### src/hw/rtl/pcfc_pkg.sv
`default_nettype none
package pcfc_pkg;

  localparam int CHAN_W = 32;
  localparam int NUM_LANES = 4;
  localparam int PIPE_DEPTH = 4;

  localparam logic [2:0] FMT_U8     = 3'd0;
  localparam logic [2:0] FMT_U16    = 3'd1;
  localparam logic [2:0] FMT_U32    = 3'd2;
  localparam logic [2:0] FMT_HALF   = 3'd3;
  localparam logic [2:0] FMT_SINGLE = 3'd4;

  localparam logic [1:0] CFG_SRC_TYPE  = 2'd0;
  localparam logic [1:0] CFG_DST_TYPE  = 2'd1;
  localparam logic [1:0] CFG_SRC_COUNT = 2'd2;
  localparam logic [1:0] CFG_DST_COUNT = 2'd3;

  localparam logic [CHAN_W-1:0] ONE_SINGLE = 32'h3F80_0000;
  localparam logic [CHAN_W-1:0] ONE_HALF   = 32'h0000_3C00;

  typedef enum logic [1:0] {
    LANE_ZERO = 2'd0,
    LANE_RAW  = 2'd1,
    LANE_FILL = 2'd2,
    LANE_CONV = 2'd3
  } lane_mode_t;

  typedef struct packed {
    logic       valid;
    lane_mode_t mode;
  } lane_ctl_t;

  typedef struct packed {
    logic [31:0] in_chan0;
    logic [31:0] in_chan1;
    logic [31:0] in_chan2;
    logic [31:0] in_chan3;
    logic        in_last;
  } pixel_in_t;

  typedef struct packed {
    logic [31:0] out_chan0;
    logic [31:0] out_chan1;
    logic [31:0] out_chan2;
    logic [31:0] out_chan3;
    logic        out_last;
  } pixel_out_t;

  function automatic logic [CHAN_W-1:0] fmt_mask(input logic [2:0] t);
    logic [CHAN_W-1:0] m;
    case (t)
      FMT_U8:   m = 32'h0000_00FF;
      FMT_U16:  m = 32'h0000_FFFF;
      FMT_HALF: m = 32'h0000_FFFF;
      default:  m = 32'hFFFF_FFFF;
    endcase
    return m;
  endfunction

  function automatic logic [CHAN_W-1:0] fmt_max(input logic [2:0] t);
    logic [CHAN_W-1:0] m;
    case (t)
      FMT_U8:  m = 32'h0000_00FF;
      FMT_U16: m = 32'h0000_FFFF;
      default: m = 32'hFFFF_FFFF;
    endcase
    return m;
  endfunction

endpackage
`default_nettype wire

### src/hw/rtl/pixel_channel_format_converter.sv
// A pixel accepted while start is high and busy is low passes the four-stage lane
// pipeline and then shows on result, strobe high for exactly one cycle.
// Throughput: one pixel per cycle while busy is low, through the lane pipeline.
// Reset clears the format registers to u8/u8, counts to four, and drops every
// pixel in flight; busy stays high for one cycle after reset.
`default_nettype none
module pixel_channel_format_converter #(
  parameter int MAX_CHANNELS = 4
) (
  input  logic                 clk,
  input  logic                 rst,
  input  logic                 start,
  output logic                 busy,
  input  pcfc_pkg::pixel_in_t  pixel,
  input  logic                 cfg_we,
  input  logic [1:0]           cfg_index,
  input  logic [2:0]           cfg_data,
  output logic                 strobe,
  output pcfc_pkg::pixel_out_t result
);
  import pcfc_pkg::*;

  localparam logic [2:0] MAX_CNT = 3'(MAX_CHANNELS);

  logic [2:0] src_type;
  logic [2:0] dst_type;
  logic [2:0] src_count;
  logic [2:0] dst_count;
  logic [2:0] sc;
  logic [2:0] dc;
  logic       fmt_ok;
  logic       same;
  logic       accept;

  logic [31:0] raw_in [NUM_LANES];
  logic [31:0] chan_out [NUM_LANES];
  logic        lane_valid [NUM_LANES];
  logic        last_pipe [PIPE_DEPTH];

  always_ff @(posedge clk) begin
    if (rst) begin
      src_type  <= FMT_U8;
      dst_type  <= FMT_U8;
      src_count <= 3'd4;
      dst_count <= 3'd4;
      busy      <= 1'b1;
    end else begin
      busy <= 1'b0;
      if (cfg_we) begin
        case (cfg_index)
          CFG_SRC_TYPE:  src_type  <= cfg_data;
          CFG_DST_TYPE:  dst_type  <= cfg_data;
          CFG_SRC_COUNT: src_count <= cfg_data;
          CFG_DST_COUNT: dst_count <= cfg_data;
          default:       src_type  <= src_type;
        endcase
      end
    end
  end

  assign sc     = (src_count == 3'd0) ? 3'd1 : ((src_count > MAX_CNT) ? MAX_CNT : src_count);
  assign dc     = (dst_count == 3'd0) ? 3'd1 : ((dst_count > MAX_CNT) ? MAX_CNT : dst_count);
  assign fmt_ok = (src_type <= FMT_SINGLE) && (dst_type <= FMT_SINGLE);
  assign same   = (src_type == dst_type) && (sc == dc);
  assign accept = start && !busy;

  assign raw_in[0] = pixel.in_chan0;
  assign raw_in[1] = pixel.in_chan1;
  assign raw_in[2] = pixel.in_chan2;
  assign raw_in[3] = pixel.in_chan3;

  for (genvar ch = 0; ch < NUM_LANES; ch++) begin : g_lane
    if (ch < MAX_CHANNELS) begin : g_on
      lane_ctl_t   ctl_in;
      lane_ctl_t   ctl_mid;
      lane_ctl_t   ctl_out;
      logic [31:0] raw_mid;
      logic [31:0] bits_mid;

      always_comb begin
        ctl_in.valid = accept;
        if (!fmt_ok || (3'(ch) >= dc)) begin
          ctl_in.mode = LANE_ZERO;
        end else if (same) begin
          ctl_in.mode = LANE_RAW;
        end else if (3'(ch) < sc) begin
          ctl_in.mode = ((src_type == dst_type) && (src_type >= FMT_HALF)) ?
                        LANE_RAW : LANE_CONV;
        end else begin
          ctl_in.mode = LANE_FILL;
        end
      end

      pcfc_to_single u_to_single (
        .clk      (clk),
        .rst      (rst),
        .in_ctl   (ctl_in),
        .in_raw   (raw_in[ch]),
        .src_type (src_type),
        .out_ctl  (ctl_mid),
        .out_raw  (raw_mid),
        .out_bits (bits_mid)
      );

      pcfc_from_single u_from_single (
        .clk      (clk),
        .rst      (rst),
        .in_ctl   (ctl_mid),
        .in_raw   (raw_mid),
        .in_bits  (bits_mid),
        .dst_type (dst_type),
        .out_ctl  (ctl_out),
        .out_chan (chan_out[ch])
      );

      assign lane_valid[ch] = ctl_out.valid;
    end else begin : g_off
      assign chan_out[ch]   = '0;
      assign lane_valid[ch] = 1'b0;
    end
  end

  always_ff @(posedge clk) begin
    last_pipe[0] <= pixel.in_last;
    for (int i = 1; i < PIPE_DEPTH; i++) begin
      last_pipe[i] <= last_pipe[i-1];
    end
  end

  assign strobe           = lane_valid[0];
  assign result.out_chan0 = chan_out[0];
  assign result.out_chan1 = chan_out[1];
  assign result.out_chan2 = chan_out[2];
  assign result.out_chan3 = chan_out[3];
  assign result.out_last  = last_pipe[PIPE_DEPTH-1];

  a_strobe_has_beat: assert property (@(posedge clk) disable iff (rst)
    strobe |-> $past(accept, PIPE_DEPTH))
    else $error("result strobe without an accepted beat");

  a_beat_gives_strobe: assert property (@(posedge clk) disable iff (rst)
    accept |-> ##PIPE_DEPTH strobe)
    else $error("accepted beat produced no result");

  a_last_follows: assert property (@(posedge clk) disable iff (rst)
    strobe |-> (result.out_last == $past(pixel.in_last, PIPE_DEPTH)))
    else $error("last marker out of step with its beat");

endmodule
`default_nettype wire

### src/hw/rtl/pcfc_to_single.sv
`default_nettype none
module pcfc_to_single (
  input  logic                clk,
  input  logic                rst,
  input  pcfc_pkg::lane_ctl_t in_ctl,
  input  logic [31:0]         in_raw,
  input  logic [2:0]          src_type,
  output pcfc_pkg::lane_ctl_t out_ctl,
  output logic [31:0]         out_raw,
  output logic [31:0]         out_bits
);
  import pcfc_pkg::*;

  logic [31:0] x;
  logic [63:0] wide;
  logic [7:0]  base;
  logic        need_round;
  logic        sgn;
  logic [31:0] direct;
  logic        sticky;
  logic [4:0]  lz;
  logic [63:0] aligned;

  lane_ctl_t   ctl1;
  logic [31:0] raw1;
  logic        rnd1;
  logic        sgn1;
  logic [7:0]  exp1;
  logic [31:0] w1;
  logic        sticky1;
  logic [31:0] direct1;

  logic [22:0] mant;
  logic        up;
  logic [31:0] bits_next;

  always_comb begin
    x          = in_raw & fmt_mask(src_type);
    wide       = '0;
    base       = 8'd126;
    need_round = 1'b0;
    sgn        = 1'b0;
    direct     = '0;
    sticky     = 1'b0;
    case (src_type)
      FMT_U8: begin
        if (x[7:0] == 8'hFF) begin
          direct = ONE_SINGLE;
        end else if (x[7:0] != 8'h00) begin
          wide       = {8{x[7:0]}};
          need_round = 1'b1;
          sticky     = 1'b1;
        end
      end
      FMT_U16: begin
        if (x[15:0] == 16'hFFFF) begin
          direct = ONE_SINGLE;
        end else if (x[15:0] != 16'h0000) begin
          wide       = {4{x[15:0]}};
          need_round = 1'b1;
          sticky     = 1'b1;
        end
      end
      FMT_U32: begin
        if (x != 32'd0) begin
          wide       = {x, 32'd0};
          need_round = 1'b1;
        end
      end
      FMT_HALF: begin
        sgn = x[15];
        if (x[14:10] == 5'h1F) begin
          if (x[9:0] == 10'd0) begin
            direct = {x[15], 31'h7F80_0000};
          end else begin
            direct = {x[15], 31'h7FC0_0000} | {9'd0, x[9:0], 13'd0};
          end
        end else if (x[14:10] != 5'd0) begin
          direct = {x[15], 3'(8'd0) + 8'({3'd0, x[14:10]} + 8'd112), x[9:0], 13'd0};
        end else if (x[9:0] == 10'd0) begin
          direct = {x[15], 31'd0};
        end else begin
          wide       = {x[9:0], 54'd0};
          base       = 8'd112;
          need_round = 1'b1;
        end
      end
      FMT_SINGLE: direct = x;
      default:    direct = '0;
    endcase
  end

  always_comb begin
    lz = '0;
    for (int i = 0; i < 32; i++) begin
      if (wide[32+i]) lz = 5'(31 - i);
    end
  end

  assign aligned = wide << lz;

  always_ff @(posedge clk) begin
    if (rst) begin
      ctl1 <= '0;
    end else begin
      ctl1 <= in_ctl;
    end
    raw1    <= x;
    rnd1    <= need_round;
    sgn1    <= sgn;
    exp1    <= base - {3'd0, lz};
    w1      <= aligned[63:32];
    sticky1 <= sticky;
    direct1 <= direct;
  end

  assign mant = w1[30:8];
  assign up   = w1[7] & ((|w1[6:0]) | sticky1 | mant[0]);
  assign bits_next = rnd1 ? ({sgn1, exp1, mant} + {31'd0, up}) : direct1;

  always_ff @(posedge clk) begin
    if (rst) begin
      out_ctl <= '0;
    end else begin
      out_ctl <= ctl1;
    end
    out_raw  <= raw1;
    out_bits <= bits_next;
  end

endmodule
`default_nettype wire

### src/hw/rtl/pcfc_from_single.sv
`default_nettype none
module pcfc_from_single (
  input  logic                clk,
  input  logic                rst,
  input  pcfc_pkg::lane_ctl_t in_ctl,
  input  logic [31:0]         in_raw,
  input  logic [31:0]         in_bits,
  input  logic [2:0]          dst_type,
  output pcfc_pkg::lane_ctl_t out_ctl,
  output logic [31:0]         out_chan
);
  import pcfc_pkg::*;

  logic        s;
  logic [7:0]  e;
  logic [22:0] m;
  logic [23:0] full;
  logic [4:0]  hsh;
  logic [23:0] hm_sub;
  logic [23:0] rem_sub;
  logic [23:0] half_pt;
  logic [14:0] hb;
  logic        hup;
  logic [55:0] p;
  logic        izero;
  logic        imax;

  lane_ctl_t   ctl3;
  logic [31:0] raw3;
  logic [31:0] bits3;
  logic        hs3;
  logic [14:0] hb3;
  logic        hup3;
  logic [55:0] p3;
  logic [7:0]  sh3;
  logic        izero3;
  logic        imax3;

  logic        rup;
  logic [56:0] pr;
  logic [56:0] shifted;
  logic [31:0] ival;
  logic [31:0] conv;
  logic [31:0] fill;
  logic [31:0] chan_next;

  assign s    = in_bits[31];
  assign e    = in_bits[30:23];
  assign m    = in_bits[22:0];
  assign full = {1'b1, m};

  always_comb begin
    hb      = '0;
    hup     = 1'b0;
    hsh     = 5'(8'd126 - e);
    hm_sub  = full >> hsh;
    rem_sub = full & ((24'd1 << hsh) - 24'd1);
    half_pt = 24'd1 << (hsh - 5'd1);
    if (e == 8'hFF) begin
      hb = (m != 23'd0) ? (15'h7E00 | {5'd0, m[22:13]}) : 15'h7C00;
    end else if (e >= 8'd143) begin
      hb = 15'h7C00;
    end else if (e >= 8'd113) begin
      hb  = {5'(e - 8'd112), m[22:13]};
      hup = (m[12:0] > 13'h1000) || ((m[12:0] == 13'h1000) && m[13]);
    end else if (e >= 8'd102) begin
      hb  = hm_sub[14:0];
      hup = (rem_sub > half_pt) || ((rem_sub == half_pt) && hm_sub[0]);
    end
  end

  always_comb begin
    case (dst_type)
      FMT_U8:  p = ({32'd0, full} << 8) - {32'd0, full};
      FMT_U16: p = ({32'd0, full} << 16) - {32'd0, full};
      default: p = ({32'd0, full} << 32) - {32'd0, full};
    endcase
    izero = 1'b0;
    imax  = 1'b0;
    if (((e == 8'hFF) && (m != 23'd0)) || s) begin
      izero = 1'b1;
    end else if (e >= 8'd127) begin
      imax = 1'b1;
    end else if (e == 8'd0) begin
      izero = 1'b1;
    end
  end

  always_ff @(posedge clk) begin
    if (rst) begin
      ctl3 <= '0;
    end else begin
      ctl3 <= in_ctl;
    end
    raw3   <= in_raw;
    bits3  <= in_bits;
    hs3    <= s;
    hb3    <= hb;
    hup3   <= hup;
    p3     <= p;
    sh3    <= 8'd150 - e;
    izero3 <= izero;
    imax3  <= imax;
  end

  always_comb begin
    rup = 1'b0;
    pr  = {1'b0, p3};
    if (p3[55]) begin
      rup = p3[2] & (p3[3] | p3[1] | p3[0]);
      pr  = {({1'b0, p3[55:3]} + 54'(rup)), 3'd0};
    end else if (p3[54]) begin
      rup = p3[1] & (p3[2] | p3[0]);
      pr  = {({1'b0, p3[55:2]} + 55'(rup)), 2'd0};
    end
    shifted = pr >> sh3;
    ival    = izero3 ? 32'd0 : (imax3 ? fmt_max(dst_type) : shifted[31:0]);
  end

  always_comb begin
    case (dst_type)
      FMT_SINGLE: conv = bits3;
      FMT_HALF:   conv = {16'd0, hs3, hb3 + {14'd0, hup3}};
      FMT_U8, FMT_U16, FMT_U32: conv = ival;
      default:    conv = '0;
    endcase
    case (dst_type)
      FMT_HALF:   fill = ONE_HALF;
      FMT_SINGLE: fill = ONE_SINGLE;
      default:    fill = fmt_max(dst_type);
    endcase
    case (ctl3.mode)
      LANE_RAW:  chan_next = raw3;
      LANE_FILL: chan_next = fill;
      LANE_CONV: chan_next = conv;
      default:   chan_next = '0;
    endcase
  end

  always_ff @(posedge clk) begin
    if (rst) begin
      out_ctl <= '0;
    end else begin
      out_ctl <= ctl3;
    end
    out_chan <= chan_next;
  end

endmodule
`default_nettype wire

### config.mk
export PLATFORM = sky130hd
export DESIGN_NAME = pixel_channel_format_converter
export DESIGN_NICKNAME = d
export VERILOG_FILES = /design/src/hw/rtl/pcfc_pkg.sv /design/src/hw/rtl/pixel_channel_format_converter.sv /design/src/hw/rtl/pcfc_to_single.sv /design/src/hw/rtl/pcfc_from_single.sv
export SDC_FILE = /design/constraint.sdc
export NUM_CORES = 2
export LEC_CHECK = 0
export BUFFER_PORTS_ARGS = -buffer_cell sky130_fd_sc_hd__buf_4
export CELL_PAD_IN_SITES_DETAIL_PLACEMENT = 2
export CELL_PAD_IN_SITES_GLOBAL_PLACEMENT = 2
export CORE_AREA = 2 2 499 624
export DETAILED_ROUTE_END_ITERATION = 7
export DIE_AREA = 0 0 501 626
export HOLD_SLACK_MARGIN = 0.15
export PLACE_DENSITY_LB_ADDON = 0.15
export SETUP_SLACK_MARGIN = 0.2
export SYNTH_ARGS = -nofsm -noshare
export SYNTH_HDL_FRONTEND = slang
export SYNTH_SLANG_ARGS = --single-unit
export TNS_END_PERCENT = 5
### constraint.sdc
create_clock -name clk -period 4.8 [get_ports clk]
set_clock_uncertainty 0.05 [all_clocks]
set_input_delay 0.24 -clock clk [delete_from_list [all_inputs] [get_ports clk]]
set_output_delay 0.24 -clock clk [all_outputs]
set_load 0.03 [all_outputs]
==> metrics.cfg <==
[power]
peakVddDrop_v = 0.000267
power.density_nw_per_um2 = 632
swShare = 0.487
p_leak_nw = 45.7
p_seq_frac = 0.238
power_mw = 72.3
pwr-share-comb = 0.576
p_sw_mw = 35.3
internal-power_mw = 37.1
clkPwrFrac = 0.186

[drt]
vias = 101000
drt_wl_total_mm = 545
avgViaCountPerCell = 5.92
drt_pass1_iterations = 6
drc = 0
drt_iter0_drc = 6754
ant_nets = 0
wl_per_cell_um = 32.1

[synthesis]
synth_area_leaders = dfxtp_1, mux2i_1, nand2_1, a21oi_1, nor2_1
synth_seq_cells = 1425
ys.flop_type = dfxtp_1
synth_cells = 11800
synth_cell_type_count = 103
synth_fp_nets = 12200
synth-edff-count = 0
yosysSeqAreaShare = 0.310
syn_area_per_cell_um2 = 7.80
synth.top_cell.area_share = 0.310
yosys_warnings = 0
synth_area_um2 = 91900
synthArstFlopShare = 0
yosysTopAreaCell = dfxtp_1

[place]
pre_cts_ws_ps = -601
place.gp.congestion = 0.952
place_inst = 16500
hpwlAfterDp_mm = 429
io_buffers = 268
placed_area_um2 = 106000

[setup_path]
r2r-end = g_lane[0].g_on.u_to_single.w1[21]$_DFF_P_
rr_startpoint = src_type[2]$_SDFFE_PP0P_
worstSetupEndpointType = register
critPathKind = reg2reg
reg2regPathDepth = 16
crit_fanout = 23
critPathArrivalTime_ps = 5450
worstPathRequired_ps = 5530
rrSetupSlack_ps = 90
critPathLaunchType = register

[sta]
fin_crit_sh = 0.982
tightest_slew_ps = 1280
setup_viol_count_final = 0
maxSlewViolCount = 0
setup_slack_ps = 86.1
relSlewSlack = 0.137
fmax_mhz = 212
hold_viol = 0
min_period_ps = 4710
rsz0062_at_grt = true

[layout]
final_util = 0.372
drive_gt1_frac = 0.185
fillers = 34800
final_cell_area_um2 = 115000
nets = 13200
syn_to_final_growth_pct = 24.6
finalNonFillerCells = 17000

[grt]
grt_pass1_vias = 109000
grt_max_degree = 82
grt_usage = 0.335
antenna_found_initial = 57
grt_pass1_wl_mm = 780
grt-ovfl-total = 0

[hold_path]
hp-start = pixel[23]
min_path_type = in2reg
holdPathEnd = g_lane[3].g_on.u_to_single.raw1[22]$_DFF_P_
min_path_cells = 3

[floorplanning]
rows = 228
ios = 269
core_area_um2 = 308000
die_w_um = 501
initial_core_util = 0.299
die-height_um = 626
dieArea_um2 = 314000

[cts]
htreeDepth = 4
cts_made_buffers = 169
cts.clk_slew.worst_paths_ps = 70
insertion_delay_ps = 880
clock-sinks = 1425
clockBufferDepth = 4
cts_tree = built
cts_root_buf = clkbuf_16

[status]
status = completed

[run]
maxCapViolCount = 0

-- layer usage --
layer / track usage / vias to the layer above / share of wire
met5: 0 / - / 0.00011
met4: 0.196 / 8 / 0.068
met3: 0.0362 / 1232 / 0.041
met2: 0.596 / 3021 / 0.49
met1: 0.387 / 51300 / 0.40
li1: - / 45200 / -
-- area by class of cell --
type | count | area, um2 | area share
Clock inverter | 84 | 1010 | 0.00885
Inverter | 299 | 1140 | 0.00993
Timing Repair Buffer | 1714 | 13800 | 0.120
Multi-Input combinational cell | 9231 | 60300 | 0.527
Antenna cell | 26 | 65.1 | 0.000568
Sequential cell | 1425 | 28600 | 0.250
Tap cell | 4025 | 5040 | 0.0440
Clock buffer | 211 | 4620 | 0.0403
-- how the worst max path moves through the flow --
stage,from,endpoint,slack [ps],depth (start not counted)
2_1_floorplan,g_lane[0].g_on.u_to_single.out_bits[23]$_DFF_P_,g_lane[0].g_on.u_from_single.hup3$_SDFF_PP0_,40,25
3_3_place_gp,pixel[118],g_lane[0].g_on.u_to_single.w1[26]$_DFF_P_,-510,18
3_5_place_dp,pixel[118],g_lane[0].g_on.u_to_single.w1[26]$_DFF_P_,-600,18
4_1_cts,src_type[2]$_SDFFE_PP0P_,g_lane[3].g_on.u_to_single.w1[30]$_DFF_P_,70,16
5_1_grt,src_type[0]$_SDFFE_PP0P_,g_lane[0].g_on.u_to_single.rnd1$_DFF_P_,20,17
6_report,src_type[2]$_SDFFE_PP0P_,g_lane[0].g_on.u_to_single.w1[21]$_DFF_P_,90,16
-- worst max-delay path, cell delays in order, from the launching register on --
cell	delay, ps
dfxtp_2	360
or3_2	570
buf_12	180
and2_2	270
o211a_1	180
a221o_1	310
a2111oi_2	390
o311ai_1	220
buf_4	190
a211o_1	330
and2_4	190
buf_12	170
mux2_1	370
mux2_2	290
mux2_2	280
o31a_1	130
o22ai_2	140
-- through the flow --
| stage | hold slack, ps | setup TNS [ps] |
|---|---|---|
| after detailed placement | 264 | -13030 |
| final | 205 | 0 |
| after floorplan | 218 | 0 |
| after global routing | 193 | 0 |
| after CTS | 150 | 0 |
| after global placement | 260 | -10430 |
-- registers in the layout, summed over array words and instances, names as in the netlist, 9 cells and up --
signal	flops
g_lane.g_on.u_from_single.bits3	128
g_lane.g_on.u_from_single.ctl3	9
g_lane.g_on.u_from_single.hb3	60
g_lane.g_on.u_from_single.out_chan	128
g_lane.g_on.u_from_single.p3	224
g_lane.g_on.u_from_single.raw3	128
g_lane.g_on.u_from_single.sh3	28
g_lane.g_on.u_to_single.ctl1	9
g_lane.g_on.u_to_single.direct1	128
g_lane.g_on.u_to_single.exp1	24
g_lane.g_on.u_to_single.out_bits	128
g_lane.g_on.u_to_single.out_ctl	9
g_lane.g_on.u_to_single.out_raw	128
g_lane.g_on.u_to_single.raw1	128
g_lane.g_on.u_to_single.w1	124
-- power groups by stage --
stage | registers (mW) | logic (mW) | clock network (mW)
2_1_floorplan | 15.8 | 24.5 | 0
3_3_place_gp | 17.2 | 39.1 | 0
3_5_place_dp | 17.3 | 40.1 | 0
4_1_cts | 17.1 | 40.6 | 13.8
5_1_grt | 17.4 | 44.5 | 14.3
6_report | 17.2 | 41.7 | 13.5
-- cell usage in the layout, fill, tap and decap left out, types with 44 or more instances in the layout --
cell type      count
a211oi_1         172
a21o_1           139
a21oi_1          864
a221o_1           63
a221oi_1         139
a22o_1            92
a22oi_1           98
a31oi_1          127
and2_1           177
and3_1           116
buf_4           1475
clkbuf_16        170
dfxtp_1         1384
dlygate4sd3_1    202
ha_1             260
inv_1            251
mux2_2           144
mux2i_1          438
mux4_2            66
nand2_1         1235
nand2b_1          70
nand3_1          376
nand4_1          181
nor2_1          1133
nor2b_1          160
nor3_1           305
nor4_1           135
o211ai_1         143
o21a_1            65
o21ai_0          714
o21ai_1           44
o21bai_1          44
o22ai_1          128
o31ai_1           65
or2_2             54
or3_1             51
xnor2_1          377
xor2_1           206
-- Yosys cell counts, types with 34 or more instances --
cell type and instances:
o21ai_0 741, inv_1 256, and2_1 179, mux2i_1 468, dfxtp_1 1425, mux4_2 66, a22o_1 93, nand2b_1 71
nor2b_1 165, xnor2_1 384, nand2_1 1242, a221o_1 65, o31a_1 37, a221oi_1 148, or2_2 54, nor2_1 1155
nor4_1 152, o31ai_1 71, a211o_1 34, clkbuf_1 676, o211ai_1 143, o22ai_1 131, and3_1 119, nand4_1 181
and4_1 45, o221ai_1 43, o21bai_1 45, nor3_1 315, buf_2 49, a21o_1 140, ha_1 265, buf_1 86
mux2_2 144, a211oi_1 196, xor2_1 209, a21oi_1 885, nand3_1 381, a22oi_1 100, or3_1 53, or4_1 42
o21a_1 65, a31oi_1 132
-- logic make-up (layout without fill, tap and decap cells) --
group           count (synthesis)  after routing  synth area share
buf+inv                      1123           2308            0.0474
flops                        1425           1425             0.310
simple gates                 4238           4238             0.217
xor+xnor                      593            593            0.0565
fa+ha+maj                     269            269            0.0369
compound gates               3452           3452             0.247
other cells                     0             26                 0
mux                           679            679            0.0849
-- repair_timing --
item / CTS / global route
endpoints found under the setup margin: 125 / 188
hold buffers: 202 / 0
hold endpoints to repair: 314 / 0
buffers inserted: 2 / 9
pin swaps: 1 / 16
resized for setup: 84 / 221
No activity file was read; power rests on OpenSTA's default activity.
